<file path="src/sorted_priority_queue_core_defines.svh">
// Assertion macros shared by the sorted priority queue RTL.
// Included by the files that carry concurrent checks; no other dependencies.
`ifndef SORTED_PRIORITY_QUEUE_CORE_DEFINES_SVH
`define SORTED_PRIORITY_QUEUE_CORE_DEFINES_SVH
`ifndef SYNTHESIS
// Property must hold at every clock edge outside reset.
`define SPQ_ASSERT(lbl, ck, rn, prop) \
	lbl: assert property (@(posedge ck) disable iff (!rn) (prop)) \
	else $error("sorted priority queue check failed");
// Consequent must hold in the cycle after the antecedent.
`define SPQ_ASSERT_NEXT(lbl, ck, rn, ante, cons) \
	lbl: assert property (@(posedge ck) disable iff (!rn) (ante) |=> (cons)) \
	else $error("sorted priority queue sequencing check failed");
`else
`define SPQ_ASSERT(lbl, ck, rn, prop)
`define SPQ_ASSERT_NEXT(lbl, ck, rn, ante, cons)
`endif
`endif

</file>
<file path="src/spq_pkg.sv">
// Shared types and constants for the sorted priority queue.
// No dependencies.
`timescale 1ns / 1ps

package spq_pkg;

	localparam int DEPTH_DEF = 16;
	localparam int PRIO_W    = 16;
	localparam int PAY_W     = 32;
	localparam int ENTRY_W   = PRIO_W + PAY_W;

	// Request codes.
	localparam logic [1:0] FN_ENQ  = 2'd0;
	localparam logic [1:0] FN_DEQ  = 2'd1;
	localparam logic [1:0] FN_PEEK = 2'd2;

	// Result status codes.
	localparam logic [1:0] ST_OK    = 2'd0;
	localparam logic [1:0] ST_EMPTY = 2'd1;
	localparam logic [1:0] ST_FULL  = 2'd2;

	typedef enum logic [4:0] {
		S_IDLE     = 5'b00001,
		S_ENQ      = 5'b00010,
		S_ENQ_HEAD = 5'b00100,
		S_DEQ      = 5'b01000,
		S_PEEK     = 5'b10000
	} spq_state_t;

endpackage

</file>
<file path="src/sorted_priority_queue_core.sv">
// Sorted priority queue: enqueue walks from the tail through one RAM port pair, 1 entry/cycle.
// Enqueue into an empty queue writes the front slot directly; dequeue shifts every entry one
// slot toward the front; peek reads the head; full, empty and unused codes finish without
// touching the store. One request at a time; busy is high until the request finishes.
// Results appear as a one-cycle done strobe and cannot be stalled by the receiver.
// arst_n clears the sequencer and the entry count at once; stored entries are not cleared.
`timescale 1ns / 1ps
`include "sorted_priority_queue_core_defines.svh"

module sorted_priority_queue_core
	import spq_pkg::*;
#(
	parameter int DEPTH = DEPTH_DEF
) (
	input  logic                             clk,
	input  logic                             arst_n,
	input  logic                             start,
	output logic                             busy,
	input  logic [1:0]                       func,
	input  logic [PAY_W-1:0]                 payload,
	input  logic signed [PRIO_W-1:0]         priority_req,
	output logic                             done,
	output logic [PAY_W-1:0]                 out_payload,
	output logic [1:0]                       status,
	output logic [$clog2(DEPTH+1)-1:0]       occupancy
);

	localparam int AW = $clog2(DEPTH);
	localparam int CW = $clog2(DEPTH + 1);

	// Sequencer and bookkeeping registers.
	spq_state_t             state_q, state_d;
	logic [CW-1:0]          count_q, count_d;
	logic [AW-1:0]          idx_q, idx_d;
	logic                   done_q, done_d;
	logic [1:0]             status_q, status_d;
	logic [PAY_W-1:0]       outpay_q, outpay_d;

	// Request held for the length of a multi-cycle enqueue.
	logic signed [PRIO_W-1:0] req_prio_q;
	logic [PAY_W-1:0]         req_pay_q;

	// Entry RAM ports.
	logic               rd_en, wr_en;
	logic [AW-1:0]      rd_addr, wr_addr;
	logic [ENTRY_W-1:0] wr_data, rd_data;

	logic                     accept;
	logic signed [PRIO_W-1:0] rd_prio;
	logic [PAY_W-1:0]         rd_pay;
	logic                     moves_back;

	// Each entry is stored as priority above payload.
	assign rd_prio = $signed(rd_data[ENTRY_W-1:PAY_W]);
	assign rd_pay  = rd_data[PAY_W-1:0];

	// The single shared compare: a stored entry that ranks strictly below the new one
	// moves one slot toward the tail. Equal priorities stay ahead, which keeps FIFO order.
	assign moves_back = (rd_prio < req_prio_q);

	assign accept = start && (state_q == S_IDLE);

	spq_ram #(
		.WIDTH(ENTRY_W),
		.DEPTH(DEPTH)
	) u_ram (
		.clk    (clk),
		.wr_en  (wr_en),
		.wr_addr(wr_addr),
		.wr_data(wr_data),
		.rd_en  (rd_en),
		.rd_addr(rd_addr),
		.rd_data(rd_data)
	);

	// Next-state logic. The RAM read is registered, so in every walking state the data
	// for idx_q arrives in the current cycle while the read for the next index is issued.
	always_comb begin
		state_d  = state_q;
		count_d  = count_q;
		idx_d    = idx_q;
		done_d   = 1'b0;
		status_d = status_q;
		outpay_d = outpay_q;
		rd_en    = 1'b0;
		rd_addr  = idx_q;
		wr_en    = 1'b0;
		wr_addr  = idx_q;
		wr_data  = rd_data;

		case (state_q)
			S_IDLE: begin
				if (accept) begin
					status_d = ST_OK;
					outpay_d = '0;
					case (func)
						FN_ENQ: begin
							if (count_q == CW'(DEPTH)) begin
								// Full queue: the entry is dropped.
								status_d = ST_FULL;
								done_d   = 1'b1;
							end else if (count_q == '0) begin
								// Empty queue: the entry goes straight to the front.
								wr_en   = 1'b1;
								wr_addr = '0;
								wr_data = {priority_req, payload};
								count_d = count_q + CW'(1);
								done_d  = 1'b1;
							end else begin
								// Start the walk at the tail.
								rd_en   = 1'b1;
								rd_addr = AW'(count_q - CW'(1));
								idx_d   = AW'(count_q - CW'(1));
								state_d = S_ENQ;
							end
						end
						FN_DEQ: begin
							if (count_q == '0) begin
								status_d = ST_EMPTY;
								done_d   = 1'b1;
							end else begin
								rd_en   = 1'b1;
								rd_addr = '0;
								idx_d   = '0;
								state_d = S_DEQ;
							end
						end
						FN_PEEK: begin
							if (count_q == '0) begin
								status_d = ST_EMPTY;
								done_d   = 1'b1;
							end else begin
								rd_en   = 1'b1;
								rd_addr = '0;
								state_d = S_PEEK;
							end
						end
						default: begin
							// Unused request code: report ok and leave the store alone.
							done_d = 1'b1;
						end
					endcase
				end
			end
			S_ENQ: begin
				wr_en   = 1'b1;
				wr_addr = idx_q + AW'(1);
				if (moves_back) begin
					wr_data = rd_data;
					if (idx_q == '0) begin
						state_d = S_ENQ_HEAD;
					end else begin
						rd_en   = 1'b1;
						rd_addr = idx_q - AW'(1);
						idx_d   = idx_q - AW'(1);
					end
				end else begin
					// Insertion point found right behind this entry.
					wr_data = {req_prio_q, req_pay_q};
					count_d = count_q + CW'(1);
					done_d  = 1'b1;
					state_d = S_IDLE;
				end
			end
			S_ENQ_HEAD: begin
				wr_en   = 1'b1;
				wr_addr = '0;
				wr_data = {req_prio_q, req_pay_q};
				count_d = count_q + CW'(1);
				done_d  = 1'b1;
				state_d = S_IDLE;
			end
			S_PEEK: begin
				outpay_d = rd_pay;
				done_d   = 1'b1;
				state_d  = S_IDLE;
			end
			S_DEQ: begin
				if (idx_q == '0) begin
					outpay_d = rd_pay;
				end else begin
					// Shift the entry one slot toward the front.
					wr_en   = 1'b1;
					wr_addr = idx_q - AW'(1);
					wr_data = rd_data;
				end
				if (CW'(idx_q) + CW'(1) == count_q) begin
					count_d = count_q - CW'(1);
					done_d  = 1'b1;
					state_d = S_IDLE;
				end else begin
					rd_en   = 1'b1;
					rd_addr = idx_q + AW'(1);
					idx_d   = idx_q + AW'(1);
				end
			end
			default: begin
				state_d = S_IDLE;
			end
		endcase
	end

	always_ff @(posedge clk or negedge arst_n) begin
		if (!arst_n) begin
			state_q  <= S_IDLE;
			count_q  <= '0;
			done_q   <= 1'b0;
			status_q <= ST_OK;
			idx_q    <= '0;
		end else begin
			state_q  <= state_d;
			count_q  <= count_d;
			done_q   <= done_d;
			status_q <= status_d;
			idx_q    <= idx_d;
		end
	end

	// Payload registers carry no reset.
	always_ff @(posedge clk) begin
		outpay_q <= outpay_d;
		if (accept) begin
			req_prio_q <= priority_req;
			req_pay_q  <= payload;
		end
	end

	assign busy        = (state_q != S_IDLE);
	assign done        = done_q;
	assign out_payload = outpay_q;
	assign status      = status_q;
	assign occupancy   = count_q;

	`SPQ_ASSERT(a_count_bound, clk, arst_n, count_q <= CW'(DEPTH))
	`SPQ_ASSERT(a_done_idle, clk, arst_n, !done_q || state_q == S_IDLE)
	`SPQ_ASSERT(a_enq_room, clk, arst_n, !(state_q == S_ENQ || state_q == S_ENQ_HEAD) || count_q < CW'(DEPTH))
	`SPQ_ASSERT(a_deq_nonempty, clk, arst_n, !(state_q == S_DEQ || state_q == S_PEEK) || count_q != '0)
	`SPQ_ASSERT(a_full_status, clk, arst_n, !(done_q && status_q == ST_FULL) || count_q == CW'(DEPTH))
	`SPQ_ASSERT_NEXT(a_head_done, clk, arst_n, state_q == S_ENQ_HEAD, done_q && status_q == ST_OK)

endmodule

</file>
<file path="src/spq_ram.sv">
// Generic single-write, single-read RAM with a registered read port.
// No dependencies.
`timescale 1ns / 1ps

module spq_ram #(
	parameter int WIDTH = 48,
	parameter int DEPTH = 16
) (
	input  logic                     clk,
	input  logic                     wr_en,
	input  logic [$clog2(DEPTH)-1:0] wr_addr,
	input  logic [WIDTH-1:0]         wr_data,
	input  logic                     rd_en,
	input  logic [$clog2(DEPTH)-1:0] rd_addr,
	output logic [WIDTH-1:0]         rd_data
);

	logic [WIDTH-1:0] mem_q [DEPTH];

	always_ff @(posedge clk) begin
		if (wr_en) begin
			mem_q[wr_addr] <= wr_data;
		end
		if (rd_en) begin
			rd_data <= mem_q[rd_addr];
		end
	end

endmodule
</file>
<file path="config.mk">
export PLATFORM = sky130hd
export DESIGN_NAME = sorted_priority_queue_core
export DESIGN_NICKNAME = d
export VERILOG_FILES = /design/src/spq_pkg.sv /design/src/sorted_priority_queue_core.sv /design/src/spq_ram.sv
export VERILOG_INCLUDE_DIRS = /design/src /design/src/src
export SDC_FILE = /design/constraint.sdc
export NUM_CORES = 1
export LEC_CHECK = 0
export ABC_AREA = 1
export BUFFER_PORTS_ARGS = -buffer_cell sky130_fd_sc_hd__buf_2
export CAP_MARGIN = 20
export CELL_PAD_IN_SITES_DETAIL_PLACEMENT = 1
export CELL_PAD_IN_SITES_GLOBAL_PLACEMENT = 2
export CORE_ASPECT_RATIO = 0.5
export CORE_UTILIZATION = 43
export DETAILED_ROUTE_END_ITERATION = 12
export PLACE_DENSITY_LB_ADDON = 0.12
export SLEW_MARGIN = 10
export SYNTH_ARGS = -nofsm -noshare
export SYNTH_HDL_FRONTEND = slang
export SYNTH_SLANG_ARGS = --single-unit
</file>
<file path="constraint.sdc">
create_clock -name clk -period 10 [get_ports clk]
set_clock_uncertainty 0.2 [all_clocks]
set_input_delay 0.5 -clock clk [delete_from_list [all_inputs] [get_ports clk]]
set_output_delay 0.5 -clock clk [all_outputs]
set_load 0.03 [all_outputs]
</file>
==> impl_metrics.csv, run 1 <==
group,metric,value,unit
layout,stdcell_count,4689,
global_routing,grt.total_usage,27.5,%
die,die_w,427,um
die,initial_core_util,43.7,%
synth,ys_top_cells_by_count,"nand3_1, edfxtp_1, nand2_1",
synth,yosysTopAreaCell,"edfxtp_1",
drt,post_drt_wl_per_cell,26.9,um
global_routing,grt_pass1_wl,186000,um
synth,yosysMostFrequentCell,"nand3_1",
synth,yosysUniqueCellTypes,51,
synth,synthCells,3346,
setup_path,start_kind,"register",
cts,cts_tree,"done",
synth,synthArstFlopShare,1.86,%
drt,drtAntennaViolNets,0,
synth,synth_xor_area_share,0.267,%
setup_path,worstPathArrival,6390,ps
cts,cts_resized,0,
cts,cts-root-buf,"clkbuf_16",
setup_path,crit_path_end_kind,"register",
cts,cts_buffers,85,
synth,syn_area,38900,um^2
drt,wl,126000,um
global_routing,grt-ovfl-total,0,
die,die-area,91800,um^2
sta,timing.final.crit_share,60.8,%
setup_path,critPathKind,"register to register",
layout,multi_input_area,10200,um^2
layout,seq_area,27300,um^2
die,ios,94,
synth,syn_area_per_cell,11.6,um^2
sta,hold_violations,0,
run_status,run_status,"finished clean",
drt,first_pass_iters,7,
synth,ys_dominant_reg_cell,"edfxtp_1",
setup_path,cp_cell_sequence,"ha_1 -> nand2_1 -> inv_1 -> o21ai_0 -> a21oi_1 -> nor2_1 -> nand2_1 -> nand2_1 -> nand3_1 -> nand3_1 -> nand3_4 -> nand2_8 -> buf_4 -> nand2_1 -> nand3_1 -> nand3_1 -> nand2_1 -> nand2_1 -> nand2_1",
sta,drv_slew,0,
cts,cts_buffer_depth,3,
synth,synth-simple-area-share,21.6,%
die,rows,77,
drt,remaining_drc_errors,0,
synth,synth_edf_count,896,
sta,timing.slew.headroom,19.6,%
synth,synth_top_area_share,69.1,%
placed_design,dpl_cell_area,40400,um^2
flow_run,maxCapViolations,0,
setup_path,slowest_stage,"nand2_8",
hold_path,hold_class,"primary input to register",
synth,synth-compound-area-share,2.95,%
cts,clk_latency,680,ps
sta,setup_tns,0,ps
global_routing,grt_max_degree,161,
layout,fin_area,43700,um^2
sta,min_period,6080,ps
global_routing,grt_pass1_vias,27730,
cts,clkTransAtPathRegs,70,ps
synth,synth_seq_cells,913,
synth,synth_top_family_by_area,"simple AND/OR/NAND/NOR gates",
sta,finalSetupViolCount,0,
placed_design,io_buffers,93,
sta,max_freq,0.164,GHz
layout,drive_above_1_share,10.3,%
die,coreArea,89000,um^2
synth,synthMuxAreaShare,0,%
setup_path,crit_top_cell,"nand2_1",
sta,worst_pin_slew,1210,ps
drt,avgViaCountPerCell,5.87,
global_routing,antenna_found_initial,1,
synth,synthAdderAreaFrac,0.804,%
die,die_h,215,um
synth,yosysSeqAreaShare,70.2,%
synth,yosysWarnings,0,
drt,drtIter0Drc,2497,
setup_path,max_stage_delay,1000,ps
setup_path,crit_path_max_fanout,122,
cts,cts.sink_count,913,
placed_design,dp_cells,4454,
synth,synth.net_count,3424,
drt,via_count,27510,
placed_design,finalWeightedCongestion,0.882,
setup_path,cp.required,10310,ps
layout,nets,3516,
placed_design,dp_hpwl,62900,um
synth,synth.area.top_cells,"edfxtp_1, nand3_1, nand2_1",
cts,postCtsSetupRepairBufs,0,
sta,rsz0062_at_grt,"false",
layout,area_growth,12.4,%
cts,htreeDepth,3,
layout,nFillCells,9288,
[registers in the layout, summed over array words and instances (netlist names)]
name,cells
occupancy,5
idx_q,4
done,1
req_prio_q,16
out_payload,32
req_pay_q,32
status,2
u_ram.rd_data,48
u_ram.mem_q,768
state_q,5
[worst max-delay path: cells and delay by family (launching register included)]
| family | cells | cell delay [ps] |
|---|---|---|
| adders and majority gates | 1 | 310 |
| AOI/OAI and AO/OA | 2 | 640 |
| and+or+nand+nor | 14 | 3230 |
| buffers and inverters | 2 | 1020 |
| DFF | 1 | 420 |
[logic make-up (layout without fill, tap and decap cells)]
logic type | count (synthesis) | after routing
buf+inv | 349 | 506
other cells | 0 | 1
xor+xnor | 11 | 11
simple gates | 1859 | 1859
compound gates | 189 | 189
flops | 913 | 913
fa+ha+maj | 25 | 25
[layout make-up]
type / count / share of cell area, %
Antenna cell: 1 / 0.00572
Tap cell: 1185 / 3.39
Multi-Input combinational cell: 2084 / 23.3
Clock inverter: 45 / 0.767
Timing Repair Buffer: 231 / 3.84
Sequential cell: 913 / 62.5
Inverter: 123 / 1.08
Clock buffer: 107 / 5.15
[through the flow]
step           worst slack (ps)  utilization [%]  hold slack (ps)
2_1_floorplan              2320                -             4.41
3_3_place_gp               4130             45.3              282
3_5_place_dp               4070             45.4              287
4_1_cts                    4010             48.8             49.8
5_1_grt                    3530             49.1             92.4
6_report                   3920             49.1             89.2
[worst paths after layout]
path	start	end	slack, ps	depth (start not counted)
min in group asynchronous	arst_n	occupancy[2]	120	2
worst max register to register	u_ram.rd_data[41]	u_ram.rd_data[46]	3920	19
worst min register to register	status[0]	status[0]	310	2
worst min-delay path	func[1]	state_q[4]	90	4
max in group asynchronous	arst_n	state_q[0]	9110	2
worst max-delay path	u_ram.rd_data[41]	u_ram.rd_data[46]	3920	19
[layout by cell type, fill, tap and decap left out, types with 3 or more instances in the layout]
cell type / netlist / final
nand2_1: 743 / 742
clkbuf_4: 0 / 5
nand2_2: 3 / 3
nand3_1: 997 / 997
clkbuf_1: 50 / 20
nand4_1: 5 / 5
buf_12: 0 / 3
buf_2: 108 / 93
o211ai_1: 37 / 37
dfrtp_1: 16 / 16
o221ai_1: 11 / 7
a21oi_1: 46 / 46
inv_2: 13 / 14
buf_4: 30 / 80
nor2_2: 6 / 4
o22ai_1: 6 / 6
inv_1: 108 / 106
edfxtp_1: 896 / 896
o221ai_2: 0 / 4
nor2_1: 89 / 72
clkinv_2: 0 / 15
clkbuf_16: 0 / 87
clkinv_1: 2 / 21
inv_6: 0 / 3
bufinv_16: 0 / 4
nor2_4: 3 / 22
ha_1: 25 / 25
o21ai_0: 66 / 66
xor2_1: 8 / 8
dlygate4sd3_1: 0 / 49
a22oi_1: 3 / 3
o21ai_1: 3 / 3
[layer usage]
layer,up-vias,track usage (%),share of wire [%]
li1,12217,-,-
met1,14299,39.9,46
met2,834,43.1,46
met3,160,4.36,6.0
met4,0,7.21,2.5
met5,-,0,0
[what timing repair did]
item                                    4_1_cts  5_1_grt
hold buffers                                 49        0
endpoints found under the setup margin        0        0
endpoints found under the hold margin        65        0
Power of run 1 is left out: the tool's default activity adds up to more than one toggle a clock period on the data nets, which glitch-free logic cannot reach.
==> run 2: changes to the inputs <==
- ABC_AREA: 1 -> 0
- CORE_UTILIZATION: 43 -> 48
- clock period: 10 -> 6.25 ns (I/O delays scaled with it)
==> impl_metrics.csv, run 2 <==
group,metric,value,unit
drt,via_count,20362,
setup_path,max_stage_delay,960,ps
pwr,p_per_area,491,nW/um^2
cts,postCtsSetupRepairBufs,0,
setup_path,crit_path_max_fanout,44,
placed_design,io_buffers,93,
drt,post_drt_wl_per_cell,29.8,um
setup_path,ff2ff_path_depth,12,
synth,synth_edf_count,896,
setup_path,cp.required,6590,ps
synth,ys_dominant_reg_cell,"edfxtp_1",
sta,timing.final.crit_share,91.3,%
placed_design,dp_hpwl,52100,um
synth,syn_area_per_cell,17.3,um^2
die,ios,94,
drt,drtAntennaViolNets,0,
cts,cts_buffers,81,
die,die_w,391,um
setup_path,crit_end,"u_ram.rd_data[38]",
synth,synthCells,2101,
synth,synth_top_area_share,74.0,%
layout,diodes,0,
synth,synth.net_count,2179,
placed_design,finalWeightedCongestion,0.816,
die,rows,70,
pwr,peakVddDrop,0.438,mV
pwr,p_leak,13.9,nW
setup_path,cp_cell_sequence,"ha_1 -> a21oi_1 -> nor3_1 -> a2111oi_1 -> nand4_1 -> nand4_1 -> o21ai_0 -> nor3_1 -> nand3_4 -> buf_4 -> o22ai_1 -> or4_1",
setup_path,crit_path_end_kind,"register",
sta,drv_slew,0,
cts,cts_buffer_depth,3,
synth,synthArstFlopShare,1.86,%
synth,synth.area.top_cells,"edfxtp_1, mux2i_1, o22ai_1",
sta,rsz0062_at_grt,"false",
layout,layout_common_cells,"edfxtp_1, mux2i_1, o22ai_1",
run_status,run_status,"finished clean",
pwr,power_frac_comb,33.9,%
setup_path,slowest_stage,"a2111oi_1",
setup_path,rrSetupSlack,540,ps
cts,cts_tree,"done",
setup_path,r2r-start,"u_ram.rd_data[41]",
setup_path,crit_path_start,"u_ram.rd_data[41]",
global_routing,grt.total_usage,26.1,%
die,coreArea,74000,um^2
cts,htreeDepth,3,
cts,cts-root-buf,"clkbuf_16",
sta,max_freq,0.175,GHz
pwr,p_sw_share,34.1,%
setup_path,worstPathArrival,6050,ps
synth,yosysTopAreaCell,"edfxtp_1",
global_routing,grt_pass1_vias,20566,
layout,area_growth,14.6,%
cts,clk_latency,670,ps
sta,worst_pin_slew,1070,ps
cts,clkTransAtPathRegs,70,ps
layout,nets,2361,
setup_path,critPathTopFamily,"simple AND/OR/NAND/NOR gates",
synth,syn_area,36400,um^2
die,initial_core_util,49.2,%
sta,min_period,5710,ps
drt,avgViaCountPerCell,6.07,
placed_design,dp_cells,3151,
synth,yosysMostFrequentCell,"edfxtp_1",
pwr,p_int,13.5,mW
sta,hold_violations,0,
hold_path,hold_class,"primary input to register",
synth,yosysUniqueCellTypes,70,
setup_path,start_kind,"register",
global_routing,grt_max_degree,49,
layout,stdcell_count,3354,
die,die_h,197,um
global_routing,grt-ovfl-total,0,
setup_path,critPathKind,"register to register",
layout,reg_top3,"u_ram.mem_q x768, u_ram.rd_data x48",
setup_path,path_depth,12,
pwr,p_switching,6.98,mW
setup_path,r2r-end,"u_ram.rd_data[38]",
layout,regMostFlops,"u_ram.mem_q",
layout,final_common_cell,"edfxtp_1",
drt,first_pass_iters,6,
drt,remaining_drc_errors,0,
layout,drive_above_1_share,13.9,%
die,die-area,77000,um^2
sta,finalSetupViolCount,0,
global_routing,grt_pass1_wl,143000,um
sta,timing.slew.headroom,28.5,%
drt,drtIter0Drc,2151,
pwr,seqPwrFrac,41.6,%
flow_run,maxCapViolations,0,
layout,fin_area,41700,um^2
pwr,pwr-share-clk,24.5,%
drt,wl,99800,um
synth,ys_top_cells_by_count,"edfxtp_1, mux2i_1, o22ai_1",
global_routing,antenna_found_initial,0,
pwr,power,20.5,mW
setup_path,critPathBufInv,1,
synth,yosysSeqAreaShare,75.1,%
sta,setup_tns,0,ps
placed_design,dpl_cell_area,38500,um^2
layout,fin_util,56.3,%
layout,largest_reg_flops,768,
synth,yosysWarnings,0,
cts,cts.sink_count,913,
synth,synth_seq_cells,913,
run 2: cell types whose count changed after synthesis, sizes merged, moves of 47 or more:
cell,before,now
a222oi,0,47
buf,176,82
inv,121,74
mux2i,0,385
nand2,747,43
nand3,998,12
nor2,98,44
o21ai,69,17
o22ai,6,194
or4,0,49
run 2: cell type report:
type / instances / area, um^2
clock buffers: 98 / 2130
clock inverters: 48 / 464
fillers: 6716 / 32300
inverters: 74 / 278
multi-input cells: 995 / 8280
flip-flops and latches: 913 / 27300
well taps: 1008 / 1260
repair buffers: 218 / 1950
run 2: tightest hold or removal path, stage by stage:
cell     delay (ps)
buf_2           110
ha_1            310
o31ai_1         120
run 2: kinds of logic (layout without fill, tap and decap cells):
logic type	count (synthesis)	in the layout	synth area share, %
AOI/OAI and AO/OA	333	333	6.49
xor gates and xnor gates	16	16	0.385
adders and majority gates	25	25	0.860
buffers and inverters	193	438	2.78
DFF	913	913	75.1
muxes	387	387	10.7
and+or+nand+nor	234	234	3.71
run 2: per-stage QoR:
stage | hold WS (ps) | setup slack, ps
finish | 31.8 | 543
global route | 89.7 | 288
CTS | 2.80 | 653
detailed placement | 77.1 | 648
global placement | 70.8 | 728
floorplan | -183 | 453
run 2: power by group through the flow:
stage	Sequential [mW]	Combinational (mW)	Clock [mW]
after floorplan	8.64	4.63	0
after global placement	8.62	6.69	0
after detailed placement	8.64	6.85	0
after CTS	8.52	6.90	5.10
after global routing	8.56	7.38	5.29
final	8.51	6.93	5.02
run 2: worst min-delay path by stage:
| stage | slack [ps] | depth (start not counted) | to | startpoint |
|---|---|---|---|---|
| floorplan | -180 | 0 | done | arst_n |
| global placement | 70 | 1 | occupancy[3] | arst_n |
| detailed placement | 80 | 1 | status[1] | arst_n |
| CTS | 3 | 3 | status[0] | func[0] |
| global route | 90 | 4 | state_q[3] | func[0] |
| finish | 30 | 3 | status[0] | func[0] |
run 2: layer usage:
metal  wire length, um  GRT usage [%]  part of all wire (%)
met4              1910           6.67                   1.9
met1             46700           39.7                    47
met5                 0              0                     0
met2             44800           39.5                    45
met3              6390           3.90                   6.4
run 2: timing repair:
| item | 4_1_cts | 5_1_grt |
|---|---|---|
| hold buffers | 54 | 0 |
| endpoints found under the hold margin | 68 | 0 |
| gates resized for setup | 0 | 0 |
Note: power is estimated with default switching activity, not from simulation.
==> run 3: changes to the inputs <==
==> constraint.sdc (replaced) <==
create_clock -name clk -period 6.25 [get_ports clk]
set_clock_uncertainty 0.2 [all_clocks]
set_input_delay 0.625 -clock clk [delete_from_list [all_inputs] [get_ports clk]]
set_output_delay 0.625 -clock clk [all_outputs]
set_load 0.03 [all_outputs]
==> impl_metrics.csv, run 3 (same netlist as run 2, synthesis figures left out) <==
group,metric,value,unit
run_status,run_status,"finished clean",
cts,htreeDepth,3,
layout,diodes,0,
cts,clkTransAtPathRegs,70,ps
layout,fin_util,56.3,%
placed_design,dp_hpwl,52300,um
global_routing,grt.total_usage,25.8,%
sta,rsz0062_at_grt,"false",
die,coreArea,74000,um^2
drt,post_drt_wl_per_cell,29.5,um
setup_path,critPathKind,"register to register",
global_routing,grt_max_degree,49,
global_routing,grt_use_met3,4.48,%
global_routing,met2_usage,39.1,%
cts,cts.sink_count,913,
layout,area_growth,14.6,%
cts,cts_resized,0,
die,die_h,197,um
global_routing,grt_pass1_vias,20615,
cts,clk_latency,660,ps
sta,setup_tns,0,ps
setup_path,cp.required,6570,ps
placed_design,dp_slack,813,ps
layout,drive_above_1_share,13.9,%
drt,drtAntennaViolNets,0,
sta,drv_slew,0,
layout,layout_common_cells,"edfxtp_1, mux2i_1, o22ai_1",
layout,reg_top3,"u_ram.mem_q x768, u_ram.rd_data x48",
setup_path,crit_path_end_kind,"register",
die,initial_core_util,49.2,%
placed_design,finalWeightedCongestion,0.818,
setup_path,crit_path_max_fanout,44,
pwr,p_per_area,492,nW/um^2
drt,drtIter0Drc,2146,
pwr,peakVddDrop,0.311,mV
die,die-area,77000,um^2
hold_path,hold_class,"primary input to async pin",
setup_path,worstPathArrival,5910,ps
global_routing,grt_pass1_wl,142000,um
setup_path,start_kind,"register",
global_routing,grt-ovfl-total,0,
sta,hold_ws,252,ps
layout,nets,2355,
setup_path,r2r-start,"req_prio_q[15]",
sta,finalSetupViolCount,0,
cts,cts_buffers,80,
die,rows,70,
placed_design,dp_cells,3152,
sta,final.setup.worst_slack,665,ps
sta,hold_violations,0,
cts,postCtsSetupRepairBufs,0,
drt,wl,98700,um
die,die_w,391,um
cts,hold_buffers,49,
layout,regMostFlops,"u_ram.mem_q",
placed_design,io_buffers,93,
flow_run,maxCapViolations,0,
drt,remaining_drc_errors,0,
cts,cts_tree,"done",
die,ios,94,
layout,final_common_cell,"edfxtp_1",
global_routing,antenna_found_initial,2,
drt,first_pass_iters,9,
drt,avgViaCountPerCell,6.07,
layout,largest_reg_flops,768,
sta,max_freq,0.179,GHz
sta,timing.final.crit_share,89.4,%
drt,via_count,20328,
cts,cts_buffer_depth,3,
sta,min_period,5580,ps
setup_path,crit_path_start,"req_prio_q[15]",
sta,worst_pin_slew,1100,ps
pwr,p_leak,13.9,nW
global_routing,grtUsageMet1,38.9,%
layout,stdcell_count,3349,
sta,timing.slew.headroom,26.4,%
cts,cts-root-buf,"clkbuf_16",
global_routing,grt-busiest-layer,"met2",
==> run 3: cell count changes in the layout (fill, tap and decap cells not counted), moves of 3 or more <==
cell	change
clkinv_1	+4
inv_6	-3
clkbuf_1	-3
bufinv_16	+3
dlygate4sd3_1	-5
==> run 3: layout make-up <==
type | count | area [um^2]
fill | 6627 | 32300
sequential | 913 | 27300
multi-input combinational | 995 | 8280
clock buffer | 94 | 2100
timing repair buffer | 213 | 1900
tap | 1008 | 1260
clock inverter | 52 | 551
inverter | 74 | 278
==> run 3: path summary, 6_finish.rpt <==
path	to	slack, ps	depth (start not counted)
max	u_ram.rd_data[36]	670	13
min	occupancy[0]	250	2
max reg2reg	u_ram.rd_data[36]	670	13
min reg2reg	status[0]	290	2
max in group asynchronous	state_q[0]	5260	2
min in group clk	state_q[1]	290	3
==> run 3: critical path, cell delays in order (launching register included) <==
cell      delay [ps]
edfxtp_1         350
inv_1             50
ha_1             510
nand4_1          220
nor3_1           740
and3b_1          350
nor4_1           110
o31ai_1          310
a21oi_1          150
nor3_1           660
nand3_4          950
buf_4            470
o22ai_1          180
or4_1            140
==> run 3: through the flow <==
step / total power, mW / cell area, um^2
2_1_floorplan: 13.3 / 36400
3_3_place_gp: 15.3 / 38500
3_5_place_dp: 15.5 / 38500
4_1_cts: 20.6 / 41700
5_1_grt: 21.3 / 41700
6_report: 20.5 / 41700
==> run 3: report_power, final <==
group	internal [mW]	switching, mW	leakage, nW
clock	2.83	2.24	1.29
sequential	8.22	0.293	8.37
combinational	2.52	4.40	4.20
==> run 3: per-layer routing <==
metal | routed length, um | part of all wire (%)
met1 | 45400 | 46
met2 | 44700 | 45
met3 | 6900 | 7.0
met4 | 1750 | 1.8
met5 | 0 | 0
